$ cat src/hw/rtl/swap_slot_bitmap_allocator_defines.svh
// Assertion macros for the swap slot bitmap allocator.
// Included by the RTL files that carry concurrent checks; no other dependencies.
`ifndef SWAP_SLOT_BITMAP_ALLOCATOR_DEFINES_SVH
`define SWAP_SLOT_BITMAP_ALLOCATOR_DEFINES_SVH
`ifndef SYNTHESIS
`define SSBA_ASSERT(lbl, clk, rstn, prop, msg) \
  lbl: assert property (@(posedge clk) disable iff (!(rstn)) (prop)) \
    else $error(msg);
`define SSBA_ASSERT_ALWAYS(lbl, clk, prop, msg) \
  lbl: assert property (@(posedge clk) (prop)) else $error(msg);
`else
`define SSBA_ASSERT(lbl, clk, rstn, prop, msg)
`define SSBA_ASSERT_ALWAYS(lbl, clk, prop, msg)
`endif
`endif

$ cat src/hw/rtl/ssba_pkg.sv
// Shared types and constants of the swap slot bitmap allocator.
// No dependencies; imported by the bitmap store and the top level.
package ssba_pkg;

  localparam int WORD_W               = 32;
  localparam int WORD_SHIFT           = 5;
  localparam int SLOT_COUNT_DEF       = 1024;
  localparam int SECTORS_PER_SLOT_DEF = 8;

  localparam int CFG_W    = 11;
  localparam int IDX_W    = 10;
  localparam int SECTOR_W = 13;

  localparam logic [CFG_W-1:0] SLOTS_IN_USE_RST = 11'd1024;

  typedef enum logic {
    OP_ALLOC = 1'b0,
    OP_FREE  = 1'b1
  } op_e;

  typedef enum logic [1:0] {
    ST_OK       = 2'd0,
    ST_FULL     = 2'd1,
    ST_NOT_USED = 2'd2
  } status_e;

  typedef struct packed {
    op_e              opcode;
    logic [IDX_W-1:0] slot_index;
  } req_t;

  typedef struct packed {
    status_e             status;
    logic [IDX_W-1:0]    slot;
    logic [SECTOR_W-1:0] sector_address;
    logic                last;
  } rsp_t;

endpackage

$ cat src/hw/rtl/ssba_bitmap.sv
// Word-wide used-slot bitmap: one synchronous RAM with a registered read.
// Sweeps every word to zero after reset. Depends on ssba_pkg.
module ssba_bitmap #(
  parameter int NUM_WORDS = 32,
  parameter int AW        = 5
) (
  input  logic                        clk_i,
  input  logic                        rst_ni,
  input  logic                        rd_en_i,
  input  logic [AW-1:0]               rd_addr_i,
  output logic [ssba_pkg::WORD_W-1:0] rd_data_o,
  input  logic                        wr_en_i,
  input  logic [AW-1:0]               wr_addr_i,
  input  logic [ssba_pkg::WORD_W-1:0] wr_data_i,
  output logic                        ready_o
);
  import ssba_pkg::*;

  logic [WORD_W-1:0] mem [NUM_WORDS];
  logic [WORD_W-1:0] rd_data_q;
  logic [AW-1:0]     clr_ptr_q, clr_ptr_d;
  logic              clr_busy_q, clr_busy_d;
  logic              we;
  logic [AW-1:0]     waddr;
  logic [WORD_W-1:0] wdata;

  always_comb begin
    clr_ptr_d  = clr_ptr_q;
    clr_busy_d = clr_busy_q;
    if (clr_busy_q) begin
      clr_ptr_d = clr_ptr_q + AW'(1);
      if (clr_ptr_q == AW'(NUM_WORDS - 1)) begin
        clr_busy_d = 1'b0;
      end
    end
  end

  // clearing pass owns the write port until it is done
  assign we    = clr_busy_q | wr_en_i;
  assign waddr = clr_busy_q ? clr_ptr_q : wr_addr_i;
  assign wdata = clr_busy_q ? '0 : wr_data_i;

  always_ff @(posedge clk_i or negedge rst_ni) begin
    if (!rst_ni) begin
      clr_ptr_q  <= '0;
      clr_busy_q <= 1'b1;
    end else begin
      clr_ptr_q  <= clr_ptr_d;
      clr_busy_q <= clr_busy_d;
    end
  end

  always_ff @(posedge clk_i) begin
    if (we) begin
      mem[waddr] <= wdata;
    end
    if (rd_en_i) begin
      rd_data_q <= mem[rd_addr_i];
    end
  end

  assign rd_data_o = rd_data_q;
  assign ready_o   = ~clr_busy_q;

endmodule

$ cat src/hw/rtl/swap_slot_bitmap_allocator.sv
// First-fit swap slot allocator over a word-wide bitmap RAM (32 slots a word).
// An allocation reads the bitmap word at the search hint; when it holds a free slot, the word
// is written back with that slot set and results follow, else the next word is read. No new
// request is taken until the last result is out; results run one a cycle while
// out_stall_i is low. Reset: a clearing pass writes every bitmap word with input stalled;
// slots_in_use resets to 1024. Depends on ssba_pkg and ssba_bitmap.
`include "swap_slot_bitmap_allocator_defines.svh"
module swap_slot_bitmap_allocator #(
  parameter int SLOT_COUNT       = ssba_pkg::SLOT_COUNT_DEF,
  parameter int SECTORS_PER_SLOT = ssba_pkg::SECTORS_PER_SLOT_DEF
) (
  input  logic                       clk_i,
  input  logic                       rst_ni,
  input  logic                       cfg_we_i,
  input  logic [ssba_pkg::CFG_W-1:0] cfg_wdata_i,
  input  logic                       in_valid_i,
  output logic                       in_stall_o,
  input  ssba_pkg::req_t             in_req_i,
  output logic                       out_valid_o,
  input  logic                       out_stall_i,
  output ssba_pkg::rsp_t             out_rsp_o
);
  import ssba_pkg::*;

  localparam int NUM_WORDS = (SLOT_COUNT + WORD_W - 1) / WORD_W;
  localparam int AW        = (NUM_WORDS > 1) ? $clog2(NUM_WORDS) : 1;
  localparam int HW        = AW + 1;
  localparam int SLOT_W    = $clog2(SLOT_COUNT);
  localparam int SW        = (SLOT_W > IDX_W) ? SLOT_W : IDX_W;
  localparam int CW        = (HW + WORD_SHIFT > 12) ? HW + WORD_SHIFT : 12;
  localparam int CNT_W     = (SECTORS_PER_SLOT > 1) ? $clog2(SECTORS_PER_SLOT) : 1;

  localparam logic [2:0] S_IDLE = 3'd0;
  localparam logic [2:0] S_ARD  = 3'd1;
  localparam logic [2:0] S_FRD  = 3'd2;
  localparam logic [2:0] S_EMIT = 3'd3;

  logic [2:0]         state_q, state_d;
  logic [CFG_W-1:0]   cfg_q;
  logic [HW-1:0]      hint_q, hint_d;
  logic [HW-1:0]      ptr_q, ptr_d;
  logic [IDX_W-1:0]   idx_q, idx_d;
  logic [SW-1:0]      slot_q, slot_d;
  status_e            status_q, status_d;
  logic               err_q, err_d;
  logic [CNT_W-1:0]   cnt_q, cnt_d;
  logic               out_valid_q, out_valid_d;
  rsp_t               out_q, out_d;

  logic               map_ready;
  logic               rd_en, wr_en;
  logic [AW-1:0]      rd_addr, wr_addr;
  logic [WORD_W-1:0]  rd_data, wr_data;

  logic               in_acc;
  logic [CW-1:0]      limit, base, base_next, rem;
  logic [HW-1:0]      ptr_next;
  logic [WORD_W-1:0]  mask, free_bits, bit_sel;
  logic [WORD_SHIFT-1:0] low_bit;
  logic               load_out, last_res;

  function automatic logic [WORD_SHIFT-1:0] lowest_set(input logic [WORD_W-1:0] v);
    logic [WORD_SHIFT-1:0] r;
    r = '0;
    for (int i = WORD_W - 1; i >= 0; i--) begin
      if (v[i]) begin
        r = WORD_SHIFT'(i);
      end
    end
    return r;
  endfunction

  ssba_bitmap #(
    .NUM_WORDS(NUM_WORDS),
    .AW       (AW)
  ) u_bitmap (
    .clk_i    (clk_i),
    .rst_ni   (rst_ni),
    .rd_en_i  (rd_en),
    .rd_addr_i(rd_addr),
    .rd_data_o(rd_data),
    .wr_en_i  (wr_en),
    .wr_addr_i(wr_addr),
    .wr_data_i(wr_data),
    .ready_o  (map_ready)
  );

  assign in_stall_o = (state_q != S_IDLE) || !map_ready;
  assign in_acc     = in_valid_i && !in_stall_o;

  assign limit     = (CW'(cfg_q) > CW'(SLOT_COUNT)) ? CW'(SLOT_COUNT) : CW'(cfg_q);
  assign base      = CW'({ptr_q, {WORD_SHIFT{1'b0}}});
  assign ptr_next  = ptr_q + HW'(1);
  assign base_next = CW'({ptr_next, {WORD_SHIFT{1'b0}}});
  assign rem       = limit - base;
  // only slots below the usable count take part in the search
  assign mask      = (rem >= CW'(WORD_W)) ? '1
                   : ((WORD_W'(1) << rem[WORD_SHIFT-1:0]) - WORD_W'(1));
  assign free_bits = ~rd_data & mask;
  assign low_bit   = lowest_set(free_bits);

  always_comb begin
    bit_sel = '0;
    unique case (state_q)
      S_ARD:   bit_sel = WORD_W'(1) << low_bit;
      S_FRD:   bit_sel = WORD_W'(1) << idx_q[WORD_SHIFT-1:0];
      default: bit_sel = '0;
    endcase
  end

  assign last_res = err_q || (cnt_q == CNT_W'(SECTORS_PER_SLOT - 1));
  assign load_out = (state_q == S_EMIT) && (!out_valid_q || !out_stall_i);

  always_comb begin
    state_d  = state_q;
    hint_d   = hint_q;
    ptr_d    = ptr_q;
    idx_d    = idx_q;
    slot_d   = slot_q;
    status_d = status_q;
    err_d    = err_q;
    cnt_d    = cnt_q;
    rd_en    = 1'b0;
    rd_addr  = ptr_q[AW-1:0];
    wr_en    = 1'b0;
    wr_addr  = ptr_q[AW-1:0];
    wr_data  = rd_data;
    out_d    = out_q;

    unique case (state_q)
      S_IDLE: begin
        if (in_acc) begin
          idx_d = in_req_i.slot_index;
          cnt_d = '0;
          if (in_req_i.opcode == OP_ALLOC) begin
            if (CW'({hint_q, {WORD_SHIFT{1'b0}}}) >= limit) begin
              status_d = ST_FULL;
              err_d    = 1'b1;
              slot_d   = '0;
              state_d  = S_EMIT;
            end else begin
              rd_en   = 1'b1;
              rd_addr = hint_q[AW-1:0];
              ptr_d   = hint_q;
              state_d = S_ARD;
            end
          end else begin
            if (CW'(in_req_i.slot_index) >= CW'(SLOT_COUNT)) begin
              status_d = ST_NOT_USED;
              err_d    = 1'b1;
              slot_d   = SW'(in_req_i.slot_index);
              state_d  = S_EMIT;
            end else begin
              rd_en   = 1'b1;
              rd_addr = AW'(in_req_i.slot_index >> WORD_SHIFT);
              ptr_d   = HW'(in_req_i.slot_index >> WORD_SHIFT);
              state_d = S_FRD;
            end
          end
        end
      end

      S_ARD: begin
        if (|free_bits) begin
          wr_en    = 1'b1;
          wr_data  = rd_data | bit_sel;
          if (ptr_q == hint_q && (&(rd_data | bit_sel))) begin
            hint_d = hint_q + HW'(1);
          end
          slot_d   = SW'({ptr_q, low_bit});
          status_d = ST_OK;
          err_d    = 1'b0;
          state_d  = S_EMIT;
        end else begin
          // skip past a full word at the head of the scan
          if (ptr_q == hint_q && (&rd_data)) begin
            hint_d = hint_q + HW'(1);
          end
          if (base_next >= limit) begin
            status_d = ST_FULL;
            err_d    = 1'b1;
            slot_d   = '0;
            state_d  = S_EMIT;
          end else begin
            rd_en   = 1'b1;
            rd_addr = ptr_next[AW-1:0];
            ptr_d   = ptr_next;
          end
        end
      end

      S_FRD: begin
        if (!rd_data[idx_q[WORD_SHIFT-1:0]]) begin
          status_d = ST_NOT_USED;
          err_d    = 1'b1;
        end else begin
          wr_en    = 1'b1;
          wr_data  = rd_data & ~bit_sel;
          if (ptr_q < hint_q) begin
            hint_d = ptr_q;
          end
          status_d = ST_OK;
          err_d    = 1'b0;
        end
        slot_d  = SW'(idx_q);
        state_d = S_EMIT;
      end

      S_EMIT: begin
        if (load_out) begin
          out_d.status         = status_q;
          out_d.slot           = slot_q[IDX_W-1:0];
          out_d.sector_address = err_q ? '0
                               : SECTOR_W'(slot_q * SECTORS_PER_SLOT + int'(cnt_q));
          out_d.last           = last_res;
          if (last_res) begin
            state_d = S_IDLE;
          end else begin
            cnt_d = cnt_q + CNT_W'(1);
          end
        end
      end

      default: state_d = S_IDLE;
    endcase
  end

  assign out_valid_d = load_out ? 1'b1 : (out_valid_q && out_stall_i);

  always_ff @(posedge clk_i or negedge rst_ni) begin
    if (!rst_ni) begin
      state_q     <= S_IDLE;
      cfg_q       <= SLOTS_IN_USE_RST;
      hint_q      <= '0;
      out_valid_q <= 1'b0;
    end else begin
      state_q     <= state_d;
      hint_q      <= hint_d;
      out_valid_q <= out_valid_d;
      if (cfg_we_i) begin
        cfg_q <= cfg_wdata_i;
      end
    end
  end

  always_ff @(posedge clk_i) begin
    ptr_q    <= ptr_d;
    idx_q    <= idx_d;
    slot_q   <= slot_d;
    status_q <= status_d;
    err_q    <= err_d;
    cnt_q    <= cnt_d;
    out_q    <= out_d;
  end

  assign out_valid_o = out_valid_q;
  assign out_rsp_o   = out_q;

  `SSBA_ASSERT(a_hint_range, clk_i, rst_ni, hint_q <= HW'(NUM_WORDS), "search hint past map end")
  `SSBA_ASSERT(a_err_form, clk_i, rst_ni, out_valid_o && out_rsp_o.status != ST_OK |-> out_rsp_o.last && out_rsp_o.sector_address == '0, "error item not a single zero-sector item")
  `SSBA_ASSERT(a_busy_after_acc, clk_i, rst_ni, in_acc |=> in_stall_o, "accepted a second item while busy")
  `SSBA_ASSERT(a_wr_in_rmw, clk_i, rst_ni, wr_en |-> state_q == S_ARD || state_q == S_FRD, "bitmap write outside read-modify-write")

endmodule
$ cat config.mk
export PLATFORM = sky130hd
export DESIGN_NAME = swap_slot_bitmap_allocator
export DESIGN_NICKNAME = d
export VERILOG_FILES = /design/src/hw/rtl/ssba_pkg.sv /design/src/hw/rtl/ssba_bitmap.sv /design/src/hw/rtl/swap_slot_bitmap_allocator.sv
export VERILOG_INCLUDE_DIRS = /design/src /design/src/hw/rtl
export SDC_FILE = /design/constraint.sdc
export NUM_CORES = 2
export LEC_CHECK = 0
export BUFFER_PORTS_ARGS = -buffer_cell sky130_fd_sc_hd__buf_2
export CAP_MARGIN = 10
export CORE_UTILIZATION = 59
export DETAILED_ROUTE_END_ITERATION = 8
export GPL_ROUTABILITY_DRIVEN = 0
export PLACE_DENSITY_LB_ADDON = 0.12
export RECOVER_POWER = 50
export SETUP_SLACK_MARGIN = 0.05
export SYNTH_ARGS = -nofsm -noshare
export SYNTH_HDL_FRONTEND = slang
export SYNTH_SLANG_ARGS = --single-unit
$ cat constraint.sdc
create_clock -name clk_i -period 10.7 [get_ports clk_i]
set_clock_uncertainty 0.1 [all_clocks]
set_input_delay 1.07 -clock clk_i [delete_from_list [all_inputs] [get_ports clk_i]]
set_output_delay 1.07 -clock clk_i [all_outputs]
set_load 0.005 [all_outputs]
-- Yosys cells after proc, flatten, opt, wreduce, memory -nomap -nowiden
Memory sizes are Yosys's and may differ from the RTL's. A register that Yosys moved wholly into a read port is not among the register bits.
Index checks and enable logic that the tools add are counted.
- $mul: 0
- order comparisons: 6
- shift operators: 3
- bitwise operators: 6
- divide/modulo/power cells: 0
- mux-type cells: 106
- equality and inequality tests: 20
- add/sub/neg operators: 7
- reductions and logical operators: 27
- operator list (cell ; count):
    $mux 5 ; 38
    $mux 32 ; 4
    $pmux 32 s2 ; 2
    $shl 1x5->32 const A ; 3
    $and 32x32->32 ; 2
    $not 32->32 ; 2
    $reduce_and 32->1 ; 2
    $mux 6 ; 10
    $mux 10 ; 5
    $or 32x32->32 ; 1
    $reduce_or 32->1 ; 1
    $sub 32x1->32 const B ; 1
    $pmux 10 s3 ; 1
    $mux 3 ; 9
    $pmux 6 s2 ; 2
    $ge 11x11->1 ; 2
    $ne 2x2->1 const B ; 10
    $mux 1 ; 19
    $reduce_and 5->1 ; 3
    $mux 2 ; 7
    $add 13x3->13 ; 1
    $add 6x1->6 const B ; 2
    $ge 12x6->1 const B ; 1
    $ne 3x3->1 const B ; 4
    other kinds (28) ; 43
- ROM bits: 0
- register bits after elaboration: 85
- bits in latches: 0
- RAM bits: 1024
- memories: 1
- logic and storage cells: 192
- memories (name ; words ; bits a word ; rd ports ; clocked after memory_dff ; wr ports ; RTL line ; text):
    u_bitmap.mem ; 32 ; 32 ; 1 ; 1 ; 1 ; ssba_bitmap.sv:19 ; logic [WORD_W-1:0] mem [NUM_WORDS];

-- Logic depth before layout (Yosys ltp)
- word-level depth: 47
- mapped depth: 28

-- Modules after synthesis
From an unflattened synthesis, not the netlist that was laid out.
- cell total of the unflattened synthesis: 3252
- area total of the unflattened synthesis: 48899.4 sq um
- modules (own cells, without submodules) (module ; area an instance (sq um) ; times used ; seq. area each (sq um) ; cells an instance):
    ssba_bitmap ; 41352.2 ; 1 ; 31861.8 ; 2333
    swap_slot_bitmap_allocator ; 7547.2 ; 1 ; 2243.4 ; 919

-- Least setup slack after synthesis
OpenSTA, ideal clock, no wires.
- path type: flip-flop to flip-flop
- start point: register cfg_q[10]
- end point: register u_bitmap.rd_data_q[1], in the netlist u_bitmap.rd_data_o[1] (read register of u_bitmap.mem), data pin
- data required time: 10.424 ns
- stages on the path, launching flop included: 25
- setup time: 0.176 ns
- slack: 4.708 ns
- clock period less this slack: 5.992 ns
- arrival: 5.716 ns
- path buffers: 7
- path through: dfstp_2 -> buf_2 -> inv_1 -> clkbuf_1 -> nand2_1 -> ha_1 -> fa_1 -> xnor2_1 -> nor3b_2 -> o21a_2 -> buf_4 -> buf_2 -> a31oi_1 -> nor4_4 -> nand4b_4 -> nor4_2 -> nand3_1 -> xnor2_1 -> o221ai_1 -> clkbuf_1 -> clkbuf_1 -> buf_1 -> mux2i_1 -> o22ai_1 -> nor4_1
- cells in the longest elaborated chain, start to end: 10
- ends and longest elaborated chain (what ; RTL line ; text):
    start: declaration ; swap_slot_bitmap_allocator.sv:39 ; logic [CFG_W-1:0] cfg_q;
    start signal: assignment ; swap_slot_bitmap_allocator.sv:241 ; cfg_q <= cfg_wdata_i;
    $gt 11x11->1 ; swap_slot_bitmap_allocator.sv:91 ; assign limit = (CW'(cfg_q) > CW'(SLOT_COUNT)) ? CW'(SLOT_COUNT) : CW'(cfg_q);
    $mux 11 * ; swap_slot_bitmap_allocator.sv:91 ;
    $sub 11x11->12 ; swap_slot_bitmap_allocator.sv:95 ; assign rem = limit - base;
    $shl 1x5->32 ; swap_slot_bitmap_allocator.sv:98 ; : ((WORD_W'(1) << rem[WORD_SHIFT-1:0]) - WORD_W'(1));
    $sub 32x1->32 ; swap_slot_bitmap_allocator.sv:98 ;
    $mux 32 ; swap_slot_bitmap_allocator.sv:97 ; assign mask = (rem >= CW'(WORD_W)) ? '1
    $and 32x32->32 ; swap_slot_bitmap_allocator.sv:99 ; assign free_bits = ~rd_data & mask;
    $reduce_or 32->1 ; swap_slot_bitmap_allocator.sv:164 ; if (|free_bits) begin
    $mux 5 / $mux 1 (equally long branches) ; swap_slot_bitmap_allocator.sv:164 ;
    $pmux 5 s2 / $pmux 1 s2 (equally long branches) ; swap_slot_bitmap_allocator.sv:130 ; unique case (state_q)
    end: declaration ; ssba_bitmap.sv:20 ; logic [WORD_W-1:0] rd_data_q;
Every way passes the cells marked *; elsewhere a longest branch is shown, timed or not.
A chain may end at the register's enable or synchronous reset.

-- Final worst setup path
- start point: register cfg_q[10]
- end point: register hint_q[0]
- cells in the longest elaborated chain, start to end: 46
- ends and longest elaborated chain (what ; RTL line ; text):
    $gt 11x11->1 ; swap_slot_bitmap_allocator.sv:91 ;
    $mux 11 * ; swap_slot_bitmap_allocator.sv:91 ;
    $sub 11x11->12 * ; swap_slot_bitmap_allocator.sv:95 ;
    $shl 1x5->32 ; swap_slot_bitmap_allocator.sv:98 ;
    $sub 32x1->32 ; swap_slot_bitmap_allocator.sv:98 ;
    $mux 32 * ; swap_slot_bitmap_allocator.sv:97 ;
    $and 32x32->32 * ; swap_slot_bitmap_allocator.sv:99 ;
    $mux 5 (32 in series) ; swap_slot_bitmap_allocator.sv:66 ; if (v[i]) begin
    $shl 1x5->32 ; swap_slot_bitmap_allocator.sv:105 ; S_ARD: bit_sel = WORD_W'(1) << low_bit;
    $pmux 32 s2 ; swap_slot_bitmap_allocator.sv:104 ; unique case (state_q)
    $or 32x32->32 ; swap_slot_bitmap_allocator.sv:167 ; if (ptr_q == hint_q && (&(rd_data | bit_sel))) begin
    $reduce_and 32->1 ; swap_slot_bitmap_allocator.sv:167 ;
    $logic_and 1x1->1 ; swap_slot_bitmap_allocator.sv:167 ;
    $ne 3x3->1 (no line) ; n/a ;
    $reduce_and 5->1 (no line) ; n/a ;
    end signal: assignment ; swap_slot_bitmap_allocator.sv:238 ; hint_q <= hint_d;
    end: declaration ; swap_slot_bitmap_allocator.sv:40 ; logic [HW-1:0] hint_q, hint_d;
Marked as above.

==> impl_metrics.json <==
{
  "r2r-end": "hint_q[0]",
  "nets": 3230,
  "io_pins": 55,
  "worstSetupEndpoint": "hint_q[0]",
  "slew_headroom_pct": -135,
  "synth.avg_cell_area_um2": 15.9,
  "failed_checks": "max-capacitance violations, max-slew violations",
  "fmax_ghz": 0.107,
  "synth-edff-count": 1114,
  "initial_core_util_pct": 59.8,
  "final.period_utilization_pct": 87.6,
  "tns_ns": 0,
  "grt.overflow.total": 0,
  "finalHoldViolations": 0,
  "ctsHoldBuffers": 0,
  "reg2reg_slack_ns": 1.33,
  "leakage_nw": 19.5,
  "yosysWarnings": 0,
  "cts_buffers": 111,
  "p_total_mw": 17.2,
  "clk_pin_slew_ns": 0.06,
  "cts_tree": "yes",
  "min_period_ns": 9.37,
  "routed_wl_um": 131000,
  "maxCapViolCount": 12,
  "grt_pass1_vias": 27800,
  "syn_nets": 3155,
  "viasPerCell": 6.68,
  "grt_antenna_before_repair": 0,
  "die_w_um": 291,
  "critPathLaunchType": "flop",
  "synthTopCellsByArea": "edfxtp_1, mux2i_1, mux2_2, o22ai_1, dfrtp_1",
  "cts.sinks": 1140,
  "setup_violations": 0,
  "slowest_stage": "o21ai_0",
  "cts_resized": 0,
  "area.growth.synth_to_final_pct": 10.4,
  "r2r_cells": 20,
  "port_buffers": 54,
  "crit_type": "flop to flop",
  "power.density_nw_per_um2": 317,
  "vias": 28900,
  "slowest_delay_ns": 1.60,
  "core-area_um2": 82400,
  "first_iter_violations": 3582,
  "ir_drop_v": 0.000363,
  "crit_fanout": 25,
  "grt_pass1_wl_um": 187000,
  "required_ns": 11.16,
  "floorplan.rows": 105,
  "cp_data_arrival_time_ns": 9.83,
  "worst-slew-pin-transition_ns": 3.52,
  "avgRoutedWirePerCell_um": 30.2,
  "netlist_area_um2": 49300,
  "drcViolationCount": 0,
  "cts-root-buf": "clkbuf_16",
  "first_pass_iters": 8,
  "min_path_type": "flop to flop",
  "path_delay_family": "simple AND/OR/NAND/NOR gates",
  "cp_cell_sequence": "inv_1 -> a31o_2 -> nand2_1 -> inv_1 -> ha_1 -> nor2b_1 -> a31o_2 -> a22oi_1 -> a31oi_1 -> nor4_1 -> nand4b_4 -> a31oi_1 -> nand3_1 -> o21ai_0 -> a21oi_1 -> or4b_1 -> or4_4 -> nor4_4 -> nor2_2 -> mux2_4",
  "rsz0062_at_grt": "false",
  "critPathCaptureType": "flop",
  "synth_ff_type": "edfxtp_1",
  "cts_setup_buffers": 0,
  "r2r-start": "cfg_q[10]",
  "grt_max_degree": 124,
  "fin_hold_ws_ns": 0.329,
  "dieArea_um2": 84600,
  "die_h_um": 291,
  "synth_seq_area_share_pct": 69.2,
  "yosys.area.top_type": "edfxtp_1",
  "clock_latency_ns": 0.70,
  "ys_types": 101,
  "synthCells": 3092,
  "drive_above_1_share_pct": 12.2,
  "critPathLaunch": "cfg_q[10]",
  "maxSlewViolCount": 375,
  "synth_top_area_share_pct": 67.9,
  "status": "finished, violations left",
  "postSynth.asyncResetShare_pct": 2.28,
  "ys_ff_latch": 1140,
  "htreeDepth": 3,
  "dp_hpwl_um": 69600,
  "cp.depth": 20,
  "cts_buffer_depth": 3,
  "ant_nets": 0,
  "path_buf_inv": 2,
  "grt_use_total_pct": 30.6
}
## through the flow
| step | std cells | setup WS, ns | area, um^2 | util (%) |
|---|---|---|---|---|
| 5_1_grt | 4327 | 0.980 | 54400 | 66.0 |
| 4_1_cts | 4316 | 2.44 | 54700 | 66.4 |
| 3_3_place_gp | 4113 | 2.88 | 51100 | 62.0 |
| 3_5_place_dp | 4113 | 2.45 | 51100 | 62.0 |
| 6_report | 4330 | 1.33 | 54400 | 66.0 |
| 2_1_floorplan | 3092 | 4.71 | 49300 | - |
## routing by layer
layer / vias up / part of all wire (%) / GRT usage, %
li1: 12400 / - / -
met1: 14600 / 40 / 42.9
met2: 1552 / 46 / 47.8
met3: 363 / 8.7 / 4.60
met4: 0 / 4.8 / 14.0
met5: - / 0 / 0.170
## worst min path at each step
stage,from,depth (start not counted),slack (ns),end
2_1_floorplan,status_q[0],0,0.30,out_rsp_o[24]
3_3_place_gp,status_q[0],0,0.31,out_rsp_o[24]
3_5_place_dp,status_q[1],0,0.32,out_rsp_o[25]
4_1_cts,rst_ni,1,0.30,u_bitmap.clr_ptr_q[0]
5_1_grt,status_q[0],0,0.34,out_rsp_o[24]
6_report,status_q[1],0,0.33,out_rsp_o[25]
## area by class of cell
type,instances,area [um^2]
antenna,3,7.51
timing repair buffer,137,846
clock buffer,133,2880
multi-input combinational,1738,14300
tap,1070,1340
sequential,1140,34100
inverter,39,146
clock inverter,70,738
fill,5687,28000
## cells by family (layout without fill, tap and decap cells)
kind of cell	Yosys count	after routing	share of synthesized area, %
buffers and inverters	214	379	1.98
other	0	3	0
muxes	798	798	16.7
and+or+nand+nor	440	440	4.76
xor gates and xnor gates	11	11	0.196
AOI/OAI and AO/OA	453	453	6.23
adders and majority gates	36	36	0.930
DFF	1140	1140	69.2
## flip-flops by register name, indices dropped and copies added (netlist names), 2 cells and up
name                cells
hint_q                  6
status_q                2
u_bitmap.rd_data_o     32
cfg_q                  11
slot_q                 10
out_rsp_o              26
cnt_q                   3
u_bitmap.mem         1024
ptr_q                   6
state_q                 2
idx_q                  10
u_bitmap.clr_ptr_q      5
## placed cells by master, fill, tap and decap left out, drive strengths merged, types with 69 or more instances in the layout
master | netlist | layout
o21ai | 69 | 69
mux2 | 74 | 74
edfxtp | 1114 | 1114
mux2i | 714 | 714
buf | 95 | 84
a21oi | 86 | 86
nor2 | 105 | 105
clkbuf | 80 | 186
nand2 | 114 | 114
o22ai | 103 | 103
## power by group
group / total, mW / internal, mW / switching [mW]
registers: 6.76 / 6.41 / 0.345
clock network: 3.85 / 2.21 / 1.64
logic: 6.62 / 2.36 / 4.26
total: 17.2 / 11.0 / 6.25
## synth_stat cells, types with 4 or more instances
| master | n |
|---|---|
| mux2_2 | 73 |
| a31oi_1 | 28 |
| a22o_1 | 36 |
| nor3_4 | 4 |
| nand4_1 | 17 |
| o32ai_1 | 5 |
| or4_1 | 4 |
| edfxtp_1 | 1114 |
| dfrtp_1 | 24 |
| clkbuf_1 | 80 |
| a21oi_1 | 85 |
| nor3_2 | 5 |
| and2_1 | 9 |
| nor2b_1 | 24 |
| nor4_1 | 41 |
| a21o_1 | 18 |
| or2_2 | 4 |
| o22ai_1 | 103 |
| a32o_1 | 4 |
| o21ai_0 | 60 |
| mux4_2 | 10 |
| mux2i_1 | 714 |
| buf_1 | 19 |
| xnor2_1 | 8 |
| nor4_4 | 4 |
| and3_1 | 11 |
| inv_1 | 39 |
| nand2b_1 | 17 |
| a31o_2 | 9 |
| nor3_1 | 22 |
| nand3_1 | 35 |
| nand2_1 | 114 |
| a211o_1 | 5 |
| buf_4 | 22 |
| ha_1 | 35 |
| a22oi_1 | 16 |
| o21ai_1 | 8 |
| a211oi_1 | 9 |
| o211ai_1 | 5 |
| o21a_1 | 7 |
| buf_2 | 51 |
| nor2_1 | 102 |
(Power assumes the default switching activity.)
